[src/rtl/lrutc_pkg.sv]
// Shared types, constants and the stamp minimum tree for the lookup core.
// No dependencies.
package lrutc_pkg;

  localparam int unsigned FieldW = 10;
  localparam int unsigned StampW = 32;
  localparam int unsigned GrpN   = 8;
  localparam int unsigned GrpIxW = 3;

  typedef struct packed {
    logic              cmd;
    logic [FieldW-1:0] tag_column;
    logic [FieldW-1:0] tag_row;
  } lrutc_in_t;

  typedef struct packed {
    logic              hit;
    logic [2:0]        slot_index;
    logic [StampW-1:0] refill_count;
  } lrutc_out_t;

  typedef struct packed {
    logic load;
    logic evaluate;
    logic commit;
  } lrutc_cmd_t;

  localparam logic CmdLookup = 1'b0;
  localparam logic CmdClear  = 1'b1;

  // smallest stamp of eight, lowest position wins ties
  function automatic logic [GrpIxW+StampW-1:0] min_tree(
    input logic [GrpN-1:0][StampW-1:0] st_in,
    input logic [GrpN-1:0][GrpIxW-1:0] ix_in
  );
    logic [GrpN-1:0][StampW-1:0] st;
    logic [GrpN-1:0][GrpIxW-1:0] ix;
    st = st_in;
    ix = ix_in;
    for (int s = 1; s < GrpN; s = s * 2) begin
      for (int p = 0; p < GrpN; p = p + 2 * s) begin
        if (st[p+s] < st[p]) begin
          st[p] = st[p+s];
          ix[p] = ix[p+s];
        end
      end
    end
    return {ix[0], st[0]};
  endfunction

endpackage

[src/rtl/lrutc_ctrl.sv]
// Sequencer for the lookup core: accept, evaluate, commit.
// Depends on lrutc_pkg.
module lrutc_ctrl import lrutc_pkg::*; (
  input  logic       clk_i,
  input  logic       rst_ni,
  input  logic       start,
  output logic       busy,
  output logic       done_o,
  output lrutc_cmd_t cmd_o
);

  localparam logic [1:0] StIdle = 2'd0;
  localparam logic [1:0] StEval = 2'd1;
  localparam logic [1:0] StCommit = 2'd2;

  logic [1:0] state_q, state_d;
  logic       done_q;
  logic       accept;

  assign busy   = (state_q == StEval);
  assign accept = start && !busy;

  always_comb begin
    state_d = state_q;
    case (state_q)
      StIdle:   if (accept) state_d = StEval;
      StEval:   state_d = StCommit;
      StCommit: state_d = accept ? StEval : StIdle;
      default:  state_d = StIdle;
    endcase
  end

  always_ff @(posedge clk_i or negedge rst_ni) begin
    if (!rst_ni) begin
      state_q <= StIdle;
      done_q  <= 1'b0;
    end else begin
      state_q <= state_d;
      done_q  <= (state_q == StCommit);
    end
  end

  assign cmd_o.load     = accept;
  assign cmd_o.evaluate = (state_q == StEval);
  assign cmd_o.commit   = (state_q == StCommit);
  assign done_o         = done_q;

endmodule

[src/rtl/lrutc_dp.sv]
// Datapath: tag entries, key compare, stamp minimum tree, counters, result word.
// Depends on lrutc_pkg; driven by lrutc_ctrl commands.
module lrutc_dp import lrutc_pkg::*; #(
  parameter int unsigned SLOTS      = 8,
  parameter int unsigned COORD_BITS = 10
) (
  input  logic       clk_i,
  input  logic       rst_ni,
  input  lrutc_cmd_t cmd_i,
  input  lrutc_in_t  item_i,
  output lrutc_out_t result_o
);

  localparam int unsigned KeyW  = (COORD_BITS < FieldW) ? COORD_BITS : FieldW;
  localparam int unsigned SlotW = (SLOTS > 1) ? $clog2(SLOTS) : 1;
  localparam int unsigned NGrp  = (SLOTS + GrpN - 1) / GrpN;
  localparam int unsigned GrpW  = (NGrp > 1) ? $clog2(NGrp) : 1;

  lrutc_in_t                 item_q;
  logic [SLOTS-1:0]          valid_q;
  logic [KeyW-1:0]           col_q   [SLOTS];
  logic [KeyW-1:0]           row_q   [SLOTS];
  logic [StampW-1:0]         stamp_q [SLOTS];
  logic [StampW-1:0]         stamp_cnt_q;
  logic [StampW-1:0]         miss_cnt_q;
  logic [SLOTS-1:0]          match_q;
  logic [NGrp-1:0][StampW-1:0] gst_q;
  logic [NGrp-1:0][GrpIxW-1:0] gix_q;
  lrutc_out_t                res_q;

  logic [KeyW-1:0]             key_col, key_row;
  logic [SLOTS-1:0]            match_d;
  logic [NGrp-1:0][StampW-1:0] gst_d;
  logic [NGrp-1:0][GrpIxW-1:0] gix_d;
  logic                        hit;
  logic [SlotW-1:0]            hit_idx, free_idx, victim, slot;
  logic                        free_any;
  logic [StampW-1:0]           stamp_next, miss_next;

  assign key_col = item_q.tag_column[KeyW-1:0];
  assign key_row = item_q.tag_row[KeyW-1:0];

  always_comb begin
    for (int i = 0; i < SLOTS; i++) begin
      match_d[i] = valid_q[i] && (col_q[i] == key_col) && (row_q[i] == key_row);
    end
  end

  always_comb begin
    logic [GrpN-1:0][StampW-1:0] st;
    logic [GrpN-1:0][GrpIxW-1:0] ix;
    logic [GrpIxW+StampW-1:0]    m;
    for (int g = 0; g < NGrp; g++) begin
      for (int k = 0; k < GrpN; k++) begin
        st[k] = (g * GrpN + k < SLOTS) ? stamp_q[g*GrpN+k] : '1;
        ix[k] = GrpIxW'(k);
      end
      m        = min_tree(st, ix);
      gst_d[g] = m[StampW-1:0];
      gix_d[g] = m[GrpIxW+StampW-1:StampW];
    end
  end

  always_comb begin
    logic [GrpN-1:0][StampW-1:0] st;
    logic [GrpN-1:0][GrpIxW-1:0] ix;
    logic [GrpIxW+StampW-1:0]    m;
    logic [GrpW-1:0]             gsel;
    for (int k = 0; k < GrpN; k++) begin
      st[k] = (k < NGrp) ? gst_q[k] : '1;
      ix[k] = GrpIxW'(k);
    end
    m      = min_tree(st, ix);
    gsel   = m[GrpW+StampW-1:StampW];
    victim = SlotW'(int'(gsel) * GrpN + int'(gix_q[gsel]));
  end

  always_comb begin
    hit_idx  = '0;
    free_idx = '0;
    for (int i = SLOTS - 1; i >= 0; i--) begin
      if (match_q[i]) hit_idx = SlotW'(i);
      if (!valid_q[i]) free_idx = SlotW'(i);
    end
  end

  assign hit        = |match_q;
  assign free_any   = ~&valid_q;
  assign slot       = hit ? hit_idx : (free_any ? free_idx : victim);
  assign stamp_next = stamp_cnt_q + StampW'(1);
  assign miss_next  = miss_cnt_q + StampW'(1);

  always_ff @(posedge clk_i or negedge rst_ni) begin
    if (!rst_ni) begin
      valid_q     <= '0;
      stamp_cnt_q <= '0;
      miss_cnt_q  <= '0;
    end else if (cmd_i.commit) begin
      if (item_q.cmd == CmdClear) begin
        valid_q     <= '0;
        stamp_cnt_q <= '0;
        miss_cnt_q  <= '0;
      end else begin
        stamp_cnt_q <= stamp_next;
        if (!hit) begin
          valid_q[slot] <= 1'b1;
          miss_cnt_q    <= miss_next;
        end
      end
    end
  end

  always_ff @(posedge clk_i) begin
    if (cmd_i.load) item_q <= item_i;
    if (cmd_i.evaluate) begin
      match_q <= match_d;
      gst_q   <= gst_d;
      gix_q   <= gix_d;
    end
    if (cmd_i.commit) begin
      if (item_q.cmd == CmdClear) begin
        res_q <= '0;
      end else begin
        stamp_q[slot] <= stamp_next;
        if (!hit) begin
          col_q[slot] <= key_col;
          row_q[slot] <= key_row;
        end
        res_q.hit          <= hit;
        res_q.slot_index   <= 3'(slot);
        res_q.refill_count <= hit ? miss_cnt_q : miss_next;
      end
    end
  end

  assign result_o = res_q;

endmodule

[src/rtl/lru_tag_cache_lookup_core.sv]
// Fully associative tag lookup with timestamp LRU refill, SLOTS entries.
// done_o strobes once a word has passed the item register, the evaluate registers and the result register.
// Each word passes the evaluate state (key compare, stamp minimum tree) and the commit state.
// The next start is taken in the commit cycle. done_o cannot be held off.
// Reset clears valid bits, stamp and refill counters; results are zero after a clear.
module lru_tag_cache_lookup_core import lrutc_pkg::*; #(
  parameter int unsigned SLOTS      = 8,
  parameter int unsigned COORD_BITS = 10
) (
  input  logic       clk_i,
  input  logic       rst_ni,
  input  logic       start,
  output logic       busy,
  input  lrutc_in_t  item_i,
  output logic       done_o,
  output lrutc_out_t result_o
);

  lrutc_cmd_t cmd;

  lrutc_ctrl u_ctrl (
    .clk_i  (clk_i),
    .rst_ni (rst_ni),
    .start  (start),
    .busy   (busy),
    .done_o (done_o),
    .cmd_o  (cmd)
  );

  lrutc_dp #(
    .SLOTS      (SLOTS),
    .COORD_BITS (COORD_BITS)
  ) u_dp (
    .clk_i    (clk_i),
    .rst_ni   (rst_ni),
    .cmd_i    (cmd),
    .item_i   (item_i),
    .result_o (result_o)
  );

endmodule

[config.mk]
export PLATFORM = sky130hd
export DESIGN_NAME = lru_tag_cache_lookup_core
export DESIGN_NICKNAME = d
export VERILOG_FILES = /design/src/rtl/lrutc_pkg.sv /design/src/rtl/lrutc_ctrl.sv /design/src/rtl/lrutc_dp.sv /design/src/rtl/lru_tag_cache_lookup_core.sv
export SDC_FILE = /design/constraint.sdc
export NUM_CORES = 1
export LEC_CHECK = 0
export ABC_AREA = 1
export BUFFER_PORTS_ARGS = -buffer_cell sky130_fd_sc_hd__buf_4
export CAP_MARGIN = 20
export CORE_MARGIN = 2
export CORE_UTILIZATION = 30
export DETAILED_ROUTE_END_ITERATION = 8
export HOLD_SLACK_MARGIN = 0.1
export MAX_ROUTING_LAYER = met4
export REMOVE_ABC_BUFFERS = 1
export SETUP_SLACK_MARGIN = 0.05
export SLEW_MARGIN = 20
export SYNTH_ARGS = -nofsm -noshare
export SYNTH_HDL_FRONTEND = slang
export SYNTH_SLANG_ARGS = --single-unit
[constraint.sdc]
create_clock -name clk_i -period 13.19 [get_ports clk_i]
set_clock_uncertainty 0.2 [all_clocks]
set_input_delay 1.9785 -clock clk_i [delete_from_list [all_inputs] [get_ports clk_i]]
set_output_delay 1.9785 -clock clk_i [all_outputs]
set_load 0.05 [all_outputs]
## After elaboration in Yosys (flattened, before gate mapping)

Memory sizes are Yosys's and may differ from the RTL's.
Index checks and enable logic that the tools add are counted.

- Memories: 3
- Register bits after elaboration: 175
- Output and inout bits: 38
- Input bits: 24
- RAM bits: 416
- Logic and storage cells: 132

- Add/sub/neg operators: 3
- Bitwise operators: 1
- Order comparisons: 13
- Multiplexer cells: 55
- Reduce and logical (&&, ||, !) cells: 23
- Equality and inequality tests: 20

Memories:

| memory | words | width | rd ports | clocked after memory_dff | write ports | line | text |
|---|---|---|---|---|---|---|---|
| u_dp.stamp_q | 8 | 32 | 8 | 0 | 1 | lrutc_dp.sv:23 | `logic [StampW-1:0] stamp_q [SLOTS];` |
| u_dp.col_q | 8 | 10 | 8 | 0 | 1 | lrutc_dp.sv:21 | `logic [KeyW-1:0] col_q [SLOTS];` |
| u_dp.row_q | 8 | 10 | 8 | 0 | 1 | lrutc_dp.sv:22 | `logic [KeyW-1:0] row_q [SLOTS];` |

Operators by type and width:

| kind | number |
|---|---|
| 2-to-1 mux 32 bit | 12 |
| less-than comparator 32 bit | 7 |
| == test 10 bit | 16 |
| less-than comparator 32 bit (first input constant) | 3 |
| adder 32 x 1 -> 32 bit (second input constant) | 2 |
| 2-to-1 mux 3 bit | 20 |
| logical AND 1 bit | 18 |
| 2-to-1 mux 1 bit | 16 |
| 2-to-1 mux 8 bit | 2 |
| bitwise OR 8 bit | 1 |
| AND reduction 8 bit | 1 |
| OR reduction 8 bit | 1 |
| 2-to-1 mux 2 bit | 3 |
| one-hot mux 2 bit (3 select lines) | 1 |
| less-than comparator 3 x 4 -> 1 bit (second input constant) | 1 |
| inequality test 2 x 1 -> 1 bit (second input constant) | 2 |
| adder 1 x 3 -> 3 bit (first input constant) | 1 |
| demux 1 bit (select 3 bit) | 1 |
| >= comparator 3 x 1 -> 1 bit (second input constant) | 1 |
| == test 2 x 1 -> 1 bit (second input constant) | 1 |
| == test 2 bit (second input constant) | 1 |
| logical NOT 2 bit | 1 |
| AND reduction 2 bit | 1 |
| logical NOT 1 bit | 1 |
| less-than comparator 1 bit (second input constant) | 1 |

## Longest topological paths before layout

- Depth in word-level cells: 18
- Mapped depth: 43
- Depth with buffers taken out: 41

## By module

A second synthesis with hierarchy kept.

- Cell total of the unflattened synthesis: 2648
- Area total of the unflattened synthesis: 28168.3 um^2

By module, submodules not included:

| module | sequential area each (um^2) | area an instance (um^2) | times used | cells each |
|---|---|---|---|---|
| lrutc_dp | 16335.7 | 28046.9 | 1 | 2635 |
| lrutc_ctrl | 75.1 | 121.4 | 1 | 13 |

## Least setup slack after synthesis

OpenSTA, ideal clock, no wires.

- Path kind: register -> register
- From: memory u_dp.stamp_q[7][31]
- To: register u_dp.gix_q[0] in the netlist's numbering (data pin)
- Path buffers: 2
- Cell stages (with the launch flop): 28
- Arrival time: 4.584 ns
- Clock period less this slack: 5.036 ns
- Library setup time: 0.252 ns
- Slack: 8.154 ns
- Data required time: 12.738 ns
- Cell sequence: edfxtp_1 ha_1 nand2_1 nor4_1 and3_1 nand2_1 nand2_1 clkbuf_1 a21oi_1 ha_1 nand4_1 nor3_1 nor4b_1 nand2_1 nand2_1 clkinv_1 buf_1 nand2_1 o21ai_0 ha_1 a21oi_1 nor2_1 a211oi_1 o221ai_1 a21oi_1 nand2_1 nand2_1 nand2_1

RTL lines:

| element | line | text |
|---|---|---|
| from (decl) | lrutc_dp.sv:23 |  |
| to (signal assigned) | lrutc_dp.sv:118 | `gix_q <= gix_d;` |
| to (decl) | lrutc_dp.sv:28 | `logic [NGrp-1:0][GrpIxW-1:0] gix_q;` |

==> results_dict.tcl <==
set metrics [dict create \
    fillCellCount 9129 \
    cts.repair.resized 0 \
    n_antenna_cell 0 \
    clk_latency_ns 0.64 \
    postCtsSetupRepairBufs 0 \
    crit_fanout 64 \
    grt_pass1_vias 18700 \
    hpwlAfterDp_um 48900 \
    power.leakage_nw 12.4 \
    totalPowerFinal_w 0.00458 \
    cts_tree "done" \
    period_needed_ns 7.10 \
    net-switching-power_w 0.00140 \
    grt_max_degree 81 \
    switching_share 0.305 \
    layout-drive-gt1-share 0.0867 \
    routed_wl_um 70000 \
    slew_violations 0 \
    final_core_util 0.345 \
    grt_first_pass_wirelength_um 108000 \
    worstMarginPinSlew_ns 1.10 \
    synth_cells 2642 \
    htreeDepth 2 \
    fin_ws_ns 6.09 \
    ys_warn_count 0 \
    vias 19300 \
    max_slew_margin 0.267 \
    max_stage_delay_ns 0.57 \
    grt_overflow_total 0 \
    start_util 0.301 \
    core_area_mm2 0.0929 \
    rows 112 \
    cp_data_required_time_ns 13.35 \
    ys_ff_latch 559 \
    cp-start-kind "register" \
    path_class "reg -> reg" \
    fin_area_mm2 0.0321 \
    cts_sinks 559 \
    layout_common_cells "edfxtp_1, nand2_1, inv_1" \
    status "finished clean" \
    yosysSeqAreaShare 0.586 \
    cts_buffers 57 \
    avgViaCountPerCell 4.80 \
    hold_viol 0 \
    end_kind "register" \
    cp.arrival_ns 7.26 \
    p_seq_frac 0.466 \
    gp_congestion 0.893 \
    synth_area_per_cell_um2 10.6 \
    final_nets 2963 \
    fmax_mhz 141 \
    cts_hold_buf 0 \
    placed_cell_area_mm2 0.0302 \
    clk_pin_slew_worst_paths_ns 0.06 \
    die-area_mm2 0.0958 \
    slowest_stage "nor4_1" \
    pwr-share-comb 0.183 \
    synth_edf_count 484 \
    pin_count 62 \
    syn_area_mm2 0.0280 \
    port_buffers 61 \
    syn2layout_area_growth_pct 14.5 \
    internal_power_w 0.00318 \
    antenna_found_initial 0 \
    cpMostUsedCell "nand2_1" \
    layout_commonest_cell "edfxtp_1" \
    tns_ns 0 \
    synth_top_flop_cell "edfxtp_1" \
    routedWlPerCell_um 17.4 \
    synthArstFlopShare 0.134 \
    die_w_um 310 \
    cts_max_path_buffers 3 \
    preCtsSetupSlack_ns 5.91 \
    cts_root_buf "clkbuf_16" \
    track_usage 0.150 \
    drc 0 \
    drt_first_pass_iters 6 \
    setup_violations 0 \
    powerDensity_mw_per_mm2 143 \
    drv_cap 0 \
    hp-class "reg -> reg" \
    clock_power_share 0.351 \
    dieHeight_um 310 \
    ys_types 46 \
    ir_worst_vdd_mv 0.137 \
    rsz0062_at_grt "false" \
    drt_iter0_drc 1598 \
    ant_nets 0 \
    period_share 0.538 \
]
logic make-up (layout without fill, tap and decap cells):
family / count (synthesis) / in the layout / synth area share
AOI/OAI and AO/OA: 579 / 579 / 0.118
adders and majority gates: 219 / 219 / 0.0978
and+or+nand+nor: 828 / 828 / 0.126
DFF: 559 / 559 / 0.586
buffers and inverters: 392 / 519 / 0.0525
xor gates and xnor gates: 65 / 65 / 0.0203
cell usage after synthesis, types with 25 or more instances:
cell type | n | area share
nand3_1 | 59 | 0.011
xor2_1 | 38 | 0.012
nand2_1 | 466 | 0.062
edfxtp_1 | 484 | 0.52
nand4_1 | 28 | 0.0063
a21oi_1 | 187 | 0.033
nor3_1 | 31 | 0.0055
clkbuf_1 | 64 | 0.0086
xnor2_1 | 27 | 0.0084
a211oi_1 | 36 | 0.0096
nor4_1 | 25 | 0.0056
dfrtp_1 | 75 | 0.067
nor2_1 | 185 | 0.025
o22ai_1 | 52 | 0.012
ha_1 | 219 | 0.098
a221oi_1 | 27 | 0.0084
inv_1 | 307 | 0.041
o21ai_0 | 229 | 0.041
flip-flops by register name, indices dropped and copies added, names as in the netlist, 2 cells and up:
register / count
u_dp.stamp_q: 256
u_dp.col_q: 80
u_dp.row_q: 80
u_dp.result_o: 36
u_dp.miss_cnt_q: 32
u_dp.stamp_cnt_q: 32
u_dp.key_col: 10
u_dp.key_row: 10
u_dp.match_q: 8
u_dp.valid_q: 8
u_dp.gix_q: 3
u_ctrl.state_q: 2
area by class of cell:
type                            instances  area [um2]  share of cell area
Clock buffer                           68        1520              0.0473
Clock inverter                         40         354              0.0110
Inverter                              320        1200              0.0375
Multi-Input combinational cell       1691       10300               0.320
Sequential cell                       559       16400               0.512
Tap cell                             1254        1570              0.0489
Timing Repair Buffer                   91         743              0.0232
per-layer routing:
metal | share of wire | wire length, um | GRT usage | vias to the layer above
li1 | - | - | - | 9496
met1 | 0.46 | 32400 | 0.202 | 9233
met2 | 0.47 | 32700 | 0.242 | 478
met3 | 0.050 | 3470 | 0.0176 | 99
met4 | 0.019 | 1360 | 0.0338 | 0
met5 | 0 | 0 | - | -
worst paths after layout:
kind	startpoint	to	slack (ns)	cells past startpoint
worst min register to register	u_ctrl.state_q[0]	u_ctrl.state_q[1]	0.30	2
worst max register to register	u_dp.stamp_q[7][31]	u_dp.gix_q[1]	6.09	25
worst max-delay path	u_dp.stamp_q[7][31]	u_dp.gix_q[1]	6.09	25
min in group asynchronous	rst_ni	u_dp.miss_cnt_q[29]	1.00	1
max in group asynchronous	rst_ni	u_dp.stamp_cnt_q[28]	10.64	2
worst min-delay path	u_ctrl.state_q[0]	u_ctrl.state_q[1]	0.30	2
critical path: cells and delay by family (launching register included):
family                   cells  cell delay, ns
AND/OR/NAND/NOR             15            3.32
flip-flops                   1            0.39
AO/OA/AOI/OAI                4            1.15
adder cells (fa/ha/maj)      3            0.97
buffers and inverters        3            0.76
power by group through the flow:
stage	clock, W	combinational, W	sequential (W)
final	0.00161	0.000837	0.00214
after detailed placement	0	0.000838	0.00217
after CTS	0.00164	0.000841	0.00214
after floorplan	0	0.000432	0.00224
after global placement	0	0.000817	0.00217
after global routing	0.00170	0.000930	0.00215
metrics by stage:
stage,cells,hold WS [ns]
floorplan,2570,0.261
global placement,3911,0.285
global route,4023,0.335
finish,4023,0.302
detailed placement,3915,0.288
CTS,4023,0.304
(Power assumes the default switching activity.)
